### src/sv/bed_pkg.sv
// Types, character codes and lookup functions for the backslash escape decoder.
`timescale 1ns / 1ps

package bed_pkg;

   localparam int FIFO_DEPTH = 4;
   localparam int FIFO_PTR_W = $clog2(FIFO_DEPTH);
   localparam int FIFO_CNT_W = $clog2(FIFO_DEPTH + 1);

   localparam logic [7:0] CH_BACKSLASH = 8'h5C;
   localparam logic [7:0] CH_QUOTE     = 8'h22;
   localparam logic [7:0] CH_LOWER_A   = 8'h61;
   localparam logic [7:0] CH_LOWER_B   = 8'h62;
   localparam logic [7:0] CH_LOWER_C   = 8'h63;
   localparam logic [7:0] CH_LOWER_E   = 8'h65;
   localparam logic [7:0] CH_LOWER_F   = 8'h66;
   localparam logic [7:0] CH_LOWER_N   = 8'h6E;
   localparam logic [7:0] CH_LOWER_R   = 8'h72;
   localparam logic [7:0] CH_LOWER_T   = 8'h74;
   localparam logic [7:0] CH_LOWER_V   = 8'h76;
   localparam logic [7:0] CH_LOWER_X   = 8'h78;
   localparam logic [7:0] CH_UPPER_A   = 8'h41;
   localparam logic [7:0] CH_UPPER_F   = 8'h46;
   localparam logic [7:0] CH_DIGIT_0   = 8'h30;
   localparam logic [7:0] CH_DIGIT_1   = 8'h31;
   localparam logic [7:0] CH_DIGIT_7   = 8'h37;
   localparam logic [7:0] CH_DIGIT_9   = 8'h39;

   localparam logic [7:0] BYTE_BELL      = 8'd7;
   localparam logic [7:0] BYTE_BACKSPACE = 8'd8;
   localparam logic [7:0] BYTE_TAB       = 8'd9;
   localparam logic [7:0] BYTE_LINEFEED  = 8'd10;
   localparam logic [7:0] BYTE_VTAB      = 8'd11;
   localparam logic [7:0] BYTE_FORMFEED  = 8'd12;
   localparam logic [7:0] BYTE_CR        = 8'd13;
   localparam logic [7:0] BYTE_ESCAPE    = 8'd27;
   localparam logic [7:0] BYTE_ZERO      = 8'd0;

   localparam logic [1:0] HEX_MAX_DIGITS = 2'd2;
   localparam logic [1:0] OCT_MAX_DIGITS = 2'd3;

   typedef enum logic [1:0] {
      PH_TEXT,
      PH_ESC,
      PH_HEX,
      PH_OCT
   } phase_type;

   typedef struct packed {
      phase_type   phase;
      logic [7:0]  acc;
      logic [1:0]  cnt;
      logic        stopped;
   } state_type;

   typedef struct packed {
      logic [7:0]  out_byte;
      logic        stop_marker;
      logic        string_end_out;
      logic        last_of_run;
   } result_type;

   typedef struct packed {
      logic        space_ok;
      logic        not_empty;
   } fifo_status_type;

   typedef struct packed {
      logic        hit;
      logic [3:0]  value;
   } digit_type;

   typedef struct packed {
      logic        hit;
      logic [7:0]  value;
   } esc_type;

   function automatic digit_type hex_digit(input logic [7:0] ch);
      digit_type d;
      d = '0;
      if (ch >= CH_DIGIT_0 && ch <= CH_DIGIT_9) begin
         d.hit   = 1'b1;
         d.value = 4'(ch - CH_DIGIT_0);
      end else if (ch >= CH_LOWER_A && ch <= CH_LOWER_F) begin
         d.hit   = 1'b1;
         d.value = 4'(ch - CH_LOWER_A + 8'd10);
      end else if (ch >= CH_UPPER_A && ch <= CH_UPPER_F) begin
         d.hit   = 1'b1;
         d.value = 4'(ch - CH_UPPER_A + 8'd10);
      end
      return d;
   endfunction

   function automatic esc_type simple_escape(input logic [7:0] ch);
      esc_type e;
      e.hit = 1'b1;
      case (ch)
         CH_LOWER_A:   e.value = BYTE_BELL;
         CH_LOWER_B:   e.value = BYTE_BACKSPACE;
         CH_LOWER_E:   e.value = BYTE_ESCAPE;
         CH_LOWER_F:   e.value = BYTE_FORMFEED;
         CH_LOWER_N:   e.value = BYTE_LINEFEED;
         CH_LOWER_R:   e.value = BYTE_CR;
         CH_LOWER_T:   e.value = BYTE_TAB;
         CH_LOWER_V:   e.value = BYTE_VTAB;
         CH_BACKSLASH: e.value = CH_BACKSLASH;
         CH_QUOTE:     e.value = CH_QUOTE;
         default: begin
            e.hit   = 1'b0;
            e.value = BYTE_ZERO;
         end
      endcase
      return e;
   endfunction

endpackage

### src/sv/backslash_escape_decoder.sv
// Top level: request register, decode state, mode register and result queue.
//
//   port group | direction | handshake          | payload
//   req_       | in        | req_valid/req_stall | req_char_in, req_string_end_in
//   rsp_       | out       | rsp_valid/rsp_stall | rsp_out_byte, rsp_stop_marker,
//              |           |                     | rsp_string_end_out, rsp_last_of_run
//   csr_       | in        | csr_wr_en           | csr_wr_data (bare octal mode)
//
// A request is held in the request register and decoded from there; its results go into
// the result queue, which offers them. One request per cycle is taken while req_stall is low;
// a request giving two results hands them out one at a time through the single result port.
// Reset clears the decode state, the mode bit and the queue; no clearing pass.
// req_stall rises only while the four-entry result queue cannot take two more results.
`timescale 1ns / 1ps

module backslash_escape_decoder import bed_pkg::*; (
   input  logic        clock,
   input  logic        reset,
   input  logic        csr_wr_en,
   input  logic        csr_wr_data,
   input  logic        req_valid,
   output logic        req_stall,
   input  logic [7:0]  req_char_in,
   input  logic        req_string_end_in,
   output logic        rsp_valid,
   input  logic        rsp_stall,
   output logic [7:0]  rsp_out_byte,
   output logic        rsp_stop_marker,
   output logic        rsp_string_end_out,
   output logic        rsp_last_of_run
);

   logic             mode_ff;
   logic             req_valid_ff, req_valid_in;
   logic [7:0]       req_char_ff;
   logic             req_end_ff;
   state_type        state_ff, state_in;
   state_type        state_dec;
   result_type       res0, res1, head;
   logic [1:0]       res_count;
   logic [1:0]       push_count;
   logic             consume;
   fifo_status_type  fifo_status;

   always_ff @(posedge clock) begin
      if (reset) begin
         mode_ff <= 1'b0;
      end else if (csr_wr_en) begin
         mode_ff <= csr_wr_data;
      end
   end

   assign consume      = req_valid_ff && fifo_status.space_ok;
   assign req_stall    = req_valid_ff && !fifo_status.space_ok;
   assign req_valid_in = req_stall ? req_valid_ff : req_valid;

   always_ff @(posedge clock) begin
      if (reset) begin
         req_valid_ff <= 1'b0;
      end else begin
         req_valid_ff <= req_valid_in;
      end
   end

   always_ff @(posedge clock) begin
      if (req_valid && !req_stall) begin
         req_char_ff <= req_char_in;
         req_end_ff  <= req_string_end_in;
      end
   end

   bed_decode u_decode (
      .state_cur       (state_ff),
      .char_in         (req_char_ff),
      .string_end_in   (req_end_ff),
      .bare_octal_mode (mode_ff),
      .state_nxt       (state_dec),
      .res0            (res0),
      .res1            (res1),
      .res_count       (res_count)
   );

   always_comb begin
      state_in   = consume ? state_dec : state_ff;
      push_count = consume ? res_count : 2'd0;
   end

   always_ff @(posedge clock) begin
      if (reset) begin
         state_ff <= '{phase: PH_TEXT, acc: 8'd0, cnt: 2'd0, stopped: 1'b0};
      end else begin
         state_ff <= state_in;
      end
   end

   bed_result_fifo u_result_fifo (
      .clock      (clock),
      .reset      (reset),
      .push_count (push_count),
      .push_data0 (res0),
      .push_data1 (res1),
      .pop        (rsp_valid && !rsp_stall),
      .head       (head),
      .status     (fifo_status)
   );

   assign rsp_valid          = fifo_status.not_empty;
   assign rsp_out_byte       = head.out_byte;
   assign rsp_stop_marker    = head.stop_marker;
   assign rsp_string_end_out = head.string_end_out;
   assign rsp_last_of_run    = head.last_of_run;

endmodule

### src/sv/bed_decode.sv
// Per-character decode: next state and up to two result entries.
`timescale 1ns / 1ps

module bed_decode import bed_pkg::*; (
   input  state_type   state_cur,
   input  logic [7:0]  char_in,
   input  logic        string_end_in,
   input  logic        bare_octal_mode,
   output state_type   state_nxt,
   output result_type  res0,
   output result_type  res1,
   output logic [1:0]  res_count
);

   result_type res [2];
   logic [1:0] n;
   logic       used;
   digit_type  hd;
   esc_type    se;
   logic [1:0] cnt_inc;

   always_comb begin
      state_nxt = state_cur;
      res[0]    = '0;
      res[1]    = '0;
      n         = 2'd0;
      used      = 1'b0;
      hd        = hex_digit(char_in);
      se        = simple_escape(char_in);
      cnt_inc   = state_cur.cnt + 2'd1;

      if (!state_cur.stopped) begin
         unique case (state_cur.phase)
            PH_HEX: begin
               if (hd.hit) begin
                  state_nxt.acc = {state_cur.acc[3:0], hd.value};
                  state_nxt.cnt = cnt_inc;
                  if (cnt_inc >= HEX_MAX_DIGITS) begin
                     res[n[0]].out_byte = state_nxt.acc;
                     n = n + 2'd1;
                     state_nxt.phase = PH_TEXT;
                  end
                  used = 1'b1;
               end else begin
                  res[n[0]].out_byte = (state_cur.cnt != 2'd0) ? state_cur.acc : CH_LOWER_X;
                  n = n + 2'd1;
                  state_nxt.phase = PH_TEXT;
               end
            end
            PH_OCT: begin
               if (char_in >= CH_DIGIT_0 && char_in <= CH_DIGIT_7) begin
                  state_nxt.acc = {state_cur.acc[4:0], char_in[2:0]};
                  state_nxt.cnt = cnt_inc;
                  if (cnt_inc >= OCT_MAX_DIGITS) begin
                     res[n[0]].out_byte = state_nxt.acc;
                     n = n + 2'd1;
                     state_nxt.phase = PH_TEXT;
                  end
                  used = 1'b1;
               end else begin
                  res[n[0]].out_byte = state_cur.acc;
                  n = n + 2'd1;
                  state_nxt.phase = PH_TEXT;
               end
            end
            PH_TEXT, PH_ESC: begin
            end
            default: begin
            end
         endcase

         if (!used) begin
            if (state_nxt.phase == PH_TEXT) begin
               if (char_in == CH_BACKSLASH) begin
                  state_nxt.phase = PH_ESC;
               end else begin
                  res[n[0]].out_byte = char_in;
                  n = n + 2'd1;
               end
            end else begin
               state_nxt.phase = PH_TEXT;
               state_nxt.acc   = 8'd0;
               state_nxt.cnt   = 2'd0;
               if (char_in == CH_LOWER_C) begin
                  state_nxt.stopped     = 1'b1;
                  res[n[0]].out_byte    = BYTE_ZERO;
                  res[n[0]].stop_marker = 1'b1;
                  n = n + 2'd1;
               end else if (char_in == CH_LOWER_X) begin
                  state_nxt.phase = PH_HEX;
               end else if (char_in == CH_DIGIT_0) begin
                  state_nxt.phase = PH_OCT;
               end else if (se.hit) begin
                  res[n[0]].out_byte = se.value;
                  n = n + 2'd1;
               end else if (bare_octal_mode && char_in >= CH_DIGIT_1
                            && char_in <= CH_DIGIT_7) begin
                  state_nxt.phase = PH_OCT;
                  state_nxt.acc   = {5'd0, char_in[2:0]};
                  state_nxt.cnt   = 2'd1;
               end else begin
                  res[0].out_byte = CH_BACKSLASH;
                  res[1].out_byte = char_in;
                  n = 2'd2;
               end
            end
         end

         if (string_end_in && !state_nxt.stopped) begin
            unique case (state_nxt.phase)
               PH_HEX: begin
                  res[n[0]].out_byte = (state_nxt.cnt != 2'd0) ? state_nxt.acc : CH_LOWER_X;
                  n = n + 2'd1;
               end
               PH_OCT: begin
                  res[n[0]].out_byte = state_nxt.acc;
                  n = n + 2'd1;
               end
               PH_ESC: begin
                  res[n[0]].out_byte = CH_BACKSLASH;
                  n = n + 2'd1;
               end
               PH_TEXT: begin
               end
               default: begin
               end
            endcase
            state_nxt.phase = PH_TEXT;
            state_nxt.acc   = 8'd0;
            state_nxt.cnt   = 2'd0;
         end
      end

      if (n == 2'd2) begin
         res[1].last_of_run    = 1'b1;
         res[1].string_end_out = string_end_in;
      end else if (n == 2'd1) begin
         res[0].last_of_run    = 1'b1;
         res[0].string_end_out = string_end_in;
      end
   end

   assign res0      = res[0];
   assign res1      = res[1];
   assign res_count = n;

endmodule

### src/sv/bed_result_fifo.sv
// Result queue: takes up to two results a cycle, hands out one.
`timescale 1ns / 1ps

module bed_result_fifo import bed_pkg::*; (
   input  logic             clock,
   input  logic             reset,
   input  logic [1:0]       push_count,
   input  result_type       push_data0,
   input  result_type       push_data1,
   input  logic             pop,
   output result_type       head,
   output fifo_status_type  status
);

   result_type             mem_ff [FIFO_DEPTH];
   logic [FIFO_PTR_W-1:0]  wr_ptr_ff, wr_ptr_in;
   logic [FIFO_PTR_W-1:0]  rd_ptr_ff, rd_ptr_in;
   logic [FIFO_CNT_W-1:0]  count_ff, count_in;
   logic [FIFO_PTR_W-1:0]  wr_ptr_next;

   assign wr_ptr_next = wr_ptr_ff + FIFO_PTR_W'(1);

   always_comb begin
      wr_ptr_in = wr_ptr_ff + FIFO_PTR_W'(push_count);
      rd_ptr_in = rd_ptr_ff + FIFO_PTR_W'(pop);
      count_in  = count_ff + FIFO_CNT_W'(push_count) - FIFO_CNT_W'(pop);
   end

   always_ff @(posedge clock) begin
      if (reset) begin
         wr_ptr_ff <= '0;
         rd_ptr_ff <= '0;
         count_ff  <= '0;
      end else begin
         wr_ptr_ff <= wr_ptr_in;
         rd_ptr_ff <= rd_ptr_in;
         count_ff  <= count_in;
      end
   end

   always_ff @(posedge clock) begin
      if (push_count != 2'd0) begin
         mem_ff[wr_ptr_ff] <= push_data0;
      end
      if (push_count == 2'd2) begin
         mem_ff[wr_ptr_next] <= push_data1;
      end
   end

   assign head   = mem_ff[rd_ptr_ff];
   assign status = {(count_ff <= FIFO_CNT_W'(FIFO_DEPTH - 2)), (count_ff != '0)};

endmodule

### config.mk
export PLATFORM = sky130hd
export DESIGN_NAME = backslash_escape_decoder
export DESIGN_NICKNAME = d
export VERILOG_FILES = /design/src/sv/bed_pkg.sv /design/src/sv/backslash_escape_decoder.sv /design/src/sv/bed_decode.sv /design/src/sv/bed_result_fifo.sv
export SDC_FILE = /design/constraint.sdc
export NUM_CORES = 1
export LEC_CHECK = 0
export ABC_AREA = 1
export BUFFER_PORTS_ARGS = -buffer_cell sky130_fd_sc_hd__buf_2
export CORE_MARGIN = 2
export CORE_UTILIZATION = 24
export DETAILED_ROUTE_END_ITERATION = 6
export SLEW_MARGIN = 20
export SYNTH_ARGS = -nofsm -noshare
export SYNTH_HDL_FRONTEND = slang
export SYNTH_SLANG_ARGS = --single-unit
### constraint.sdc
create_clock -name clock -period 4 [get_ports clock]
set_input_delay 1 -clock clock [delete_from_list [all_inputs] [get_ports clock]]
set_output_delay 1 -clock clock [all_outputs]
set_load 0.01 [all_outputs]
==> results.yml <==
run_status:
  outcome: "finished clean"
route:
  drt_first_iter_violations: 587
  wl_mm: 16.9
  routedWlPerCell_um: 14.9
  viasPerCell: 4.75
  detail_route.first_pass.iterations: 5
  vias: 5377
  drc: 0
  detail-route-antenna-nets: 0
logic_synthesis:
  synth_cell_types: 42
  synth_seq_cells: 75
  synth_fp_nets: 817
  yosysTopAreaCell: "edfxtp_1"
  syn_area_sq_mm: 0.00562
  synth.top_cell.area_share: 0.283
  syn_avg_cell_area_sq_um: 7.13
  synth_ff_type: "edfxtp_1"
  syn_inst: 788
  synth_area_leaders: "edfxtp_1 28%, nand2_1 15%, dfxtp_1 7.8%, nor2_1 6.1%, nand4_1 4.8%"
  synth_edf_count: 53
  ys_seq_area_frac: 0.362
  yosysWarnings: 0
  async_flop_share: 0
cts:
  cts_buffers: 9
  cts_tree: "yes"
  cts.htree.levels: 3
  post-cts-setup-buffers: 0
  cts_hold_buffers: 0
  cts_max_path_buffers: 2
  cts_resized: 0
  root_buffer: "clkbuf_16"
  clock_latency_ns: 0.36
  clock-sinks: 75
  clk_pin_slew_ns: 0.07
sta:
  rsz0062_at_grt: "no"
  setup_violations: 0
  post-route-min-period_ns: 3.70
  worstMarginPinSlew_ns: 1.01
  clock_skew_ns: 0.0128
  report.final.slew_viol_count: 0
  final.period_utilization: 0.924
  hold_violations: 0
  fin_tns_setup_ns: 0
  fmax_mhz: 271
  slew_headroom: 0.326
min_path:
  hold_class: "register to register"
  min_from: "state_ff[10]$_SDFFE_PP0P_"
  holdPathStages: 2
pwr:
  p_per_area_mw_per_mm2: 369
  p_sw_mw: 0.837
  ir_drop_v: 0.000183
  share_comb_of_total_power: 0.261
  p_int_mw: 1.54
  leakagePower_nw: 2.77
  p_sw_frac: 0.352
  pwr-share-seq: 0.396
  clkPwrFrac: 0.343
layout:
  n_fill_cell: 2502
  drive_above_1_share: 0.162
  final_cells: 1132
  final_net_count: 843
  syn_to_final_growth_pct: 14.5
  num_antenna_cells: 0
setup_path:
  r2r-start: "req_char_ff[1]$_DFFE_PP_"
  critical_path_class: "register to register"
  cp.arrival_ns: 3.94
  critical-path-slowest-cell: "fa_1"
  regToRegSetupSlack_ns: 0.30
  r2r_cells: 22
  endpoint_kind: "register"
  crit_start: "req_char_ff[1]$_DFFE_PP_"
  crit_top_cell: "nand2_4"
  cp-start-kind: "register"
  slowest_delay_ns: 0.43
  cp_max_fo: 10
  worstPathCellList: "inv_1, ha_1, inv_1, nand3_1, nand3_2, nand2_4, nand2_2, nand2_4, nand2_4, ha_1, nand4_1, nor2_1, nor2_4, nand2_4, nand3_2, nand2_4, nand2_1, ha_1, inv_1, fa_1, o21ai_0, a21oi_1"
  required_ns: 4.24
floorplanning:
  ios: 28
  fp.coreArea_sq_mm: 0.0228
  dieHeight_um: 157
  rows: 55
  die_w_um: 157
  initial_utilization: 0.247
  die_area_sq_mm: 0.0246
placed_design:
  place_inst: 1116
  hpwl_mm: 12.7
  io_buffers: 27
  place_congestion: 0.944
global_routing:
  use_met2: 0.219
  grt_overflow: 0
  antenna_found_initial: 0
  first_global_vias: 5065
  grt_start_max_net_pins: 33
  grtUsageTotal: 0.143
  grt_pass1_wl_mm: 27.1
  busiest_layer: "met2"
  grtUsageMet1: 0.193
  met3_usage: 0.0344
flow_run:
  cap_violations: 0
[logic make-up (layout without fill, tap and decap cells)]
kind of cell               after synthesis  in the layout  share of synthesized area
buffers and inverters                  109            140                     0.0822
AOI/OAI and AO/OA                      122            122                      0.123
xor gates and xnor gates                 3              3                    0.00468
adders and majority gates               14             14                     0.0325
DFF                                     75             75                      0.362
and+or+nand+nor                        465            465                      0.396
[flip-flops by register name, summed over array words and instances, names as in the netlist]
| signal | count |
|---|---|
| u_result_fifo.mem_ff | 44 |
| state_ff | 13 |
| req_char_ff | 8 |
| u_result_fifo.count_ff | 3 |
| u_result_fifo.rd_ptr_ff | 2 |
| u_result_fifo.wr_ptr_ff | 2 |
| mode_ff | 1 |
| req_end_ff | 1 |
| req_valid_ff | 1 |
[power groups by stage]
| stage | combinational [mW] | sequential, mW | clock [mW] |
|---|---|---|---|
| after floorplan | 0.424 | 0.945 | 0 |
| after global placement | 0.621 | 0.956 | 0 |
| after detailed placement | 0.629 | 0.957 | 0 |
| after CTS | 0.632 | 0.940 | 0.835 |
| after global routing | 0.710 | 0.948 | 0.865 |
| final | 0.621 | 0.941 | 0.815 |
[layout make-up]
cell class,instances,area (sq um),area share
Tap cell,313,392,0.0609
Inverter,76,289,0.0449
Clock inverter,7,70.1,0.0109
Sequential cell,75,2030,0.316
Clock buffer,9,225,0.0350
Multi-Input combinational cell,604,3130,0.486
Timing Repair Buffer,48,297,0.0461
[stage by stage]
stage | setup WS (ns) | instance area (sq um) | util | power (mW) | hold WS [ns]
after floorplan | 0.449 | 5620 | - | 1.37 | 0.455
after global placement | 0.406 | 6130 | 0.269 | 1.58 | 0.476
after detailed placement | 0.320 | 6130 | 0.269 | 1.59 | 0.479
after CTS | 0.295 | 6420 | 0.282 | 2.41 | 0.489
after global routing | 0.0201 | 6430 | 0.282 | 2.52 | 0.526
final | 0.303 | 6430 | 0.282 | 2.38 | 0.486
[cells in the mapped netlist, types with 2 or more instances]
cell / count
o21ai_2: 2
clkbuf_1: 16
xnor2_1: 2
a21oi_1: 35
ha_1: 13
buf_2: 12
nand4_1: 43
o21bai_1: 2
nand2_1: 225
nand2_4: 9
buf_6: 4
o211ai_1: 4
or2_2: 4
o32ai_1: 2
nor2_4: 4
clkinv_1: 3
nand2_2: 13
nor2_2: 2
edfxtp_1: 53
dfxtp_1: 22
nand3_1: 47
nand4_2: 4
o22ai_1: 16
inv_2: 13
a31oi_1: 2
nand3_2: 9
inv_1: 58
nor2_1: 92
nand3_4: 3
o21ai_0: 53
nor3_1: 8
o21a_1: 3
[worst max-delay path: cells and delay by family (launching register included)]
family / cells / cell delay (ns)
simple gates: 13 / 1.47
fa+ha+maj: 4 / 1.25
flops: 1 / 0.38
buf+inv: 3 / 0.25
compound gates: 2 / 0.23
[path summary, 6_finish.rpt]
path,to
max,u_result_fifo.count_ff[2]$_SDFF_PP0_
min,state_ff[10]$_SDFFE_PP0P_
max reg2reg,u_result_fifo.count_ff[2]$_SDFF_PP0_
min reg2reg,state_ff[10]$_SDFFE_PP0P_
[layer usage]
layer / part of all wire / vias to the layer above / routed length (um)
met3: 0.064 / 29 / 1080
met4: 0.034 / 0 / 580
met1: 0.46 / 2457 / 7760
met5: 0 / - / 0
li1: - / 2715 / -
met2: 0.44 / 176 / 7450
[cell usage in the layout, fill, tap and decap left out, types with 4 or more instances in the layout]
master	n
nor2_4	4
clkbuf_16	9
buf_2	27
buf_4	20
o21ai_0	53
nor2_1	92
or2_2	4
inv_1	58
nand2_2	12
o22ai_1	16
nand3_1	47
o211ai_1	4
nand2_4	10
ha_1	13
nand4_2	4
inv_2	13
nand2_1	225
nand3_2	9
dfxtp_1	22
edfxtp_1	53
nand4_1	43
a21oi_1	35
nor3_1	8
Power figures use the tool's default switching activity.
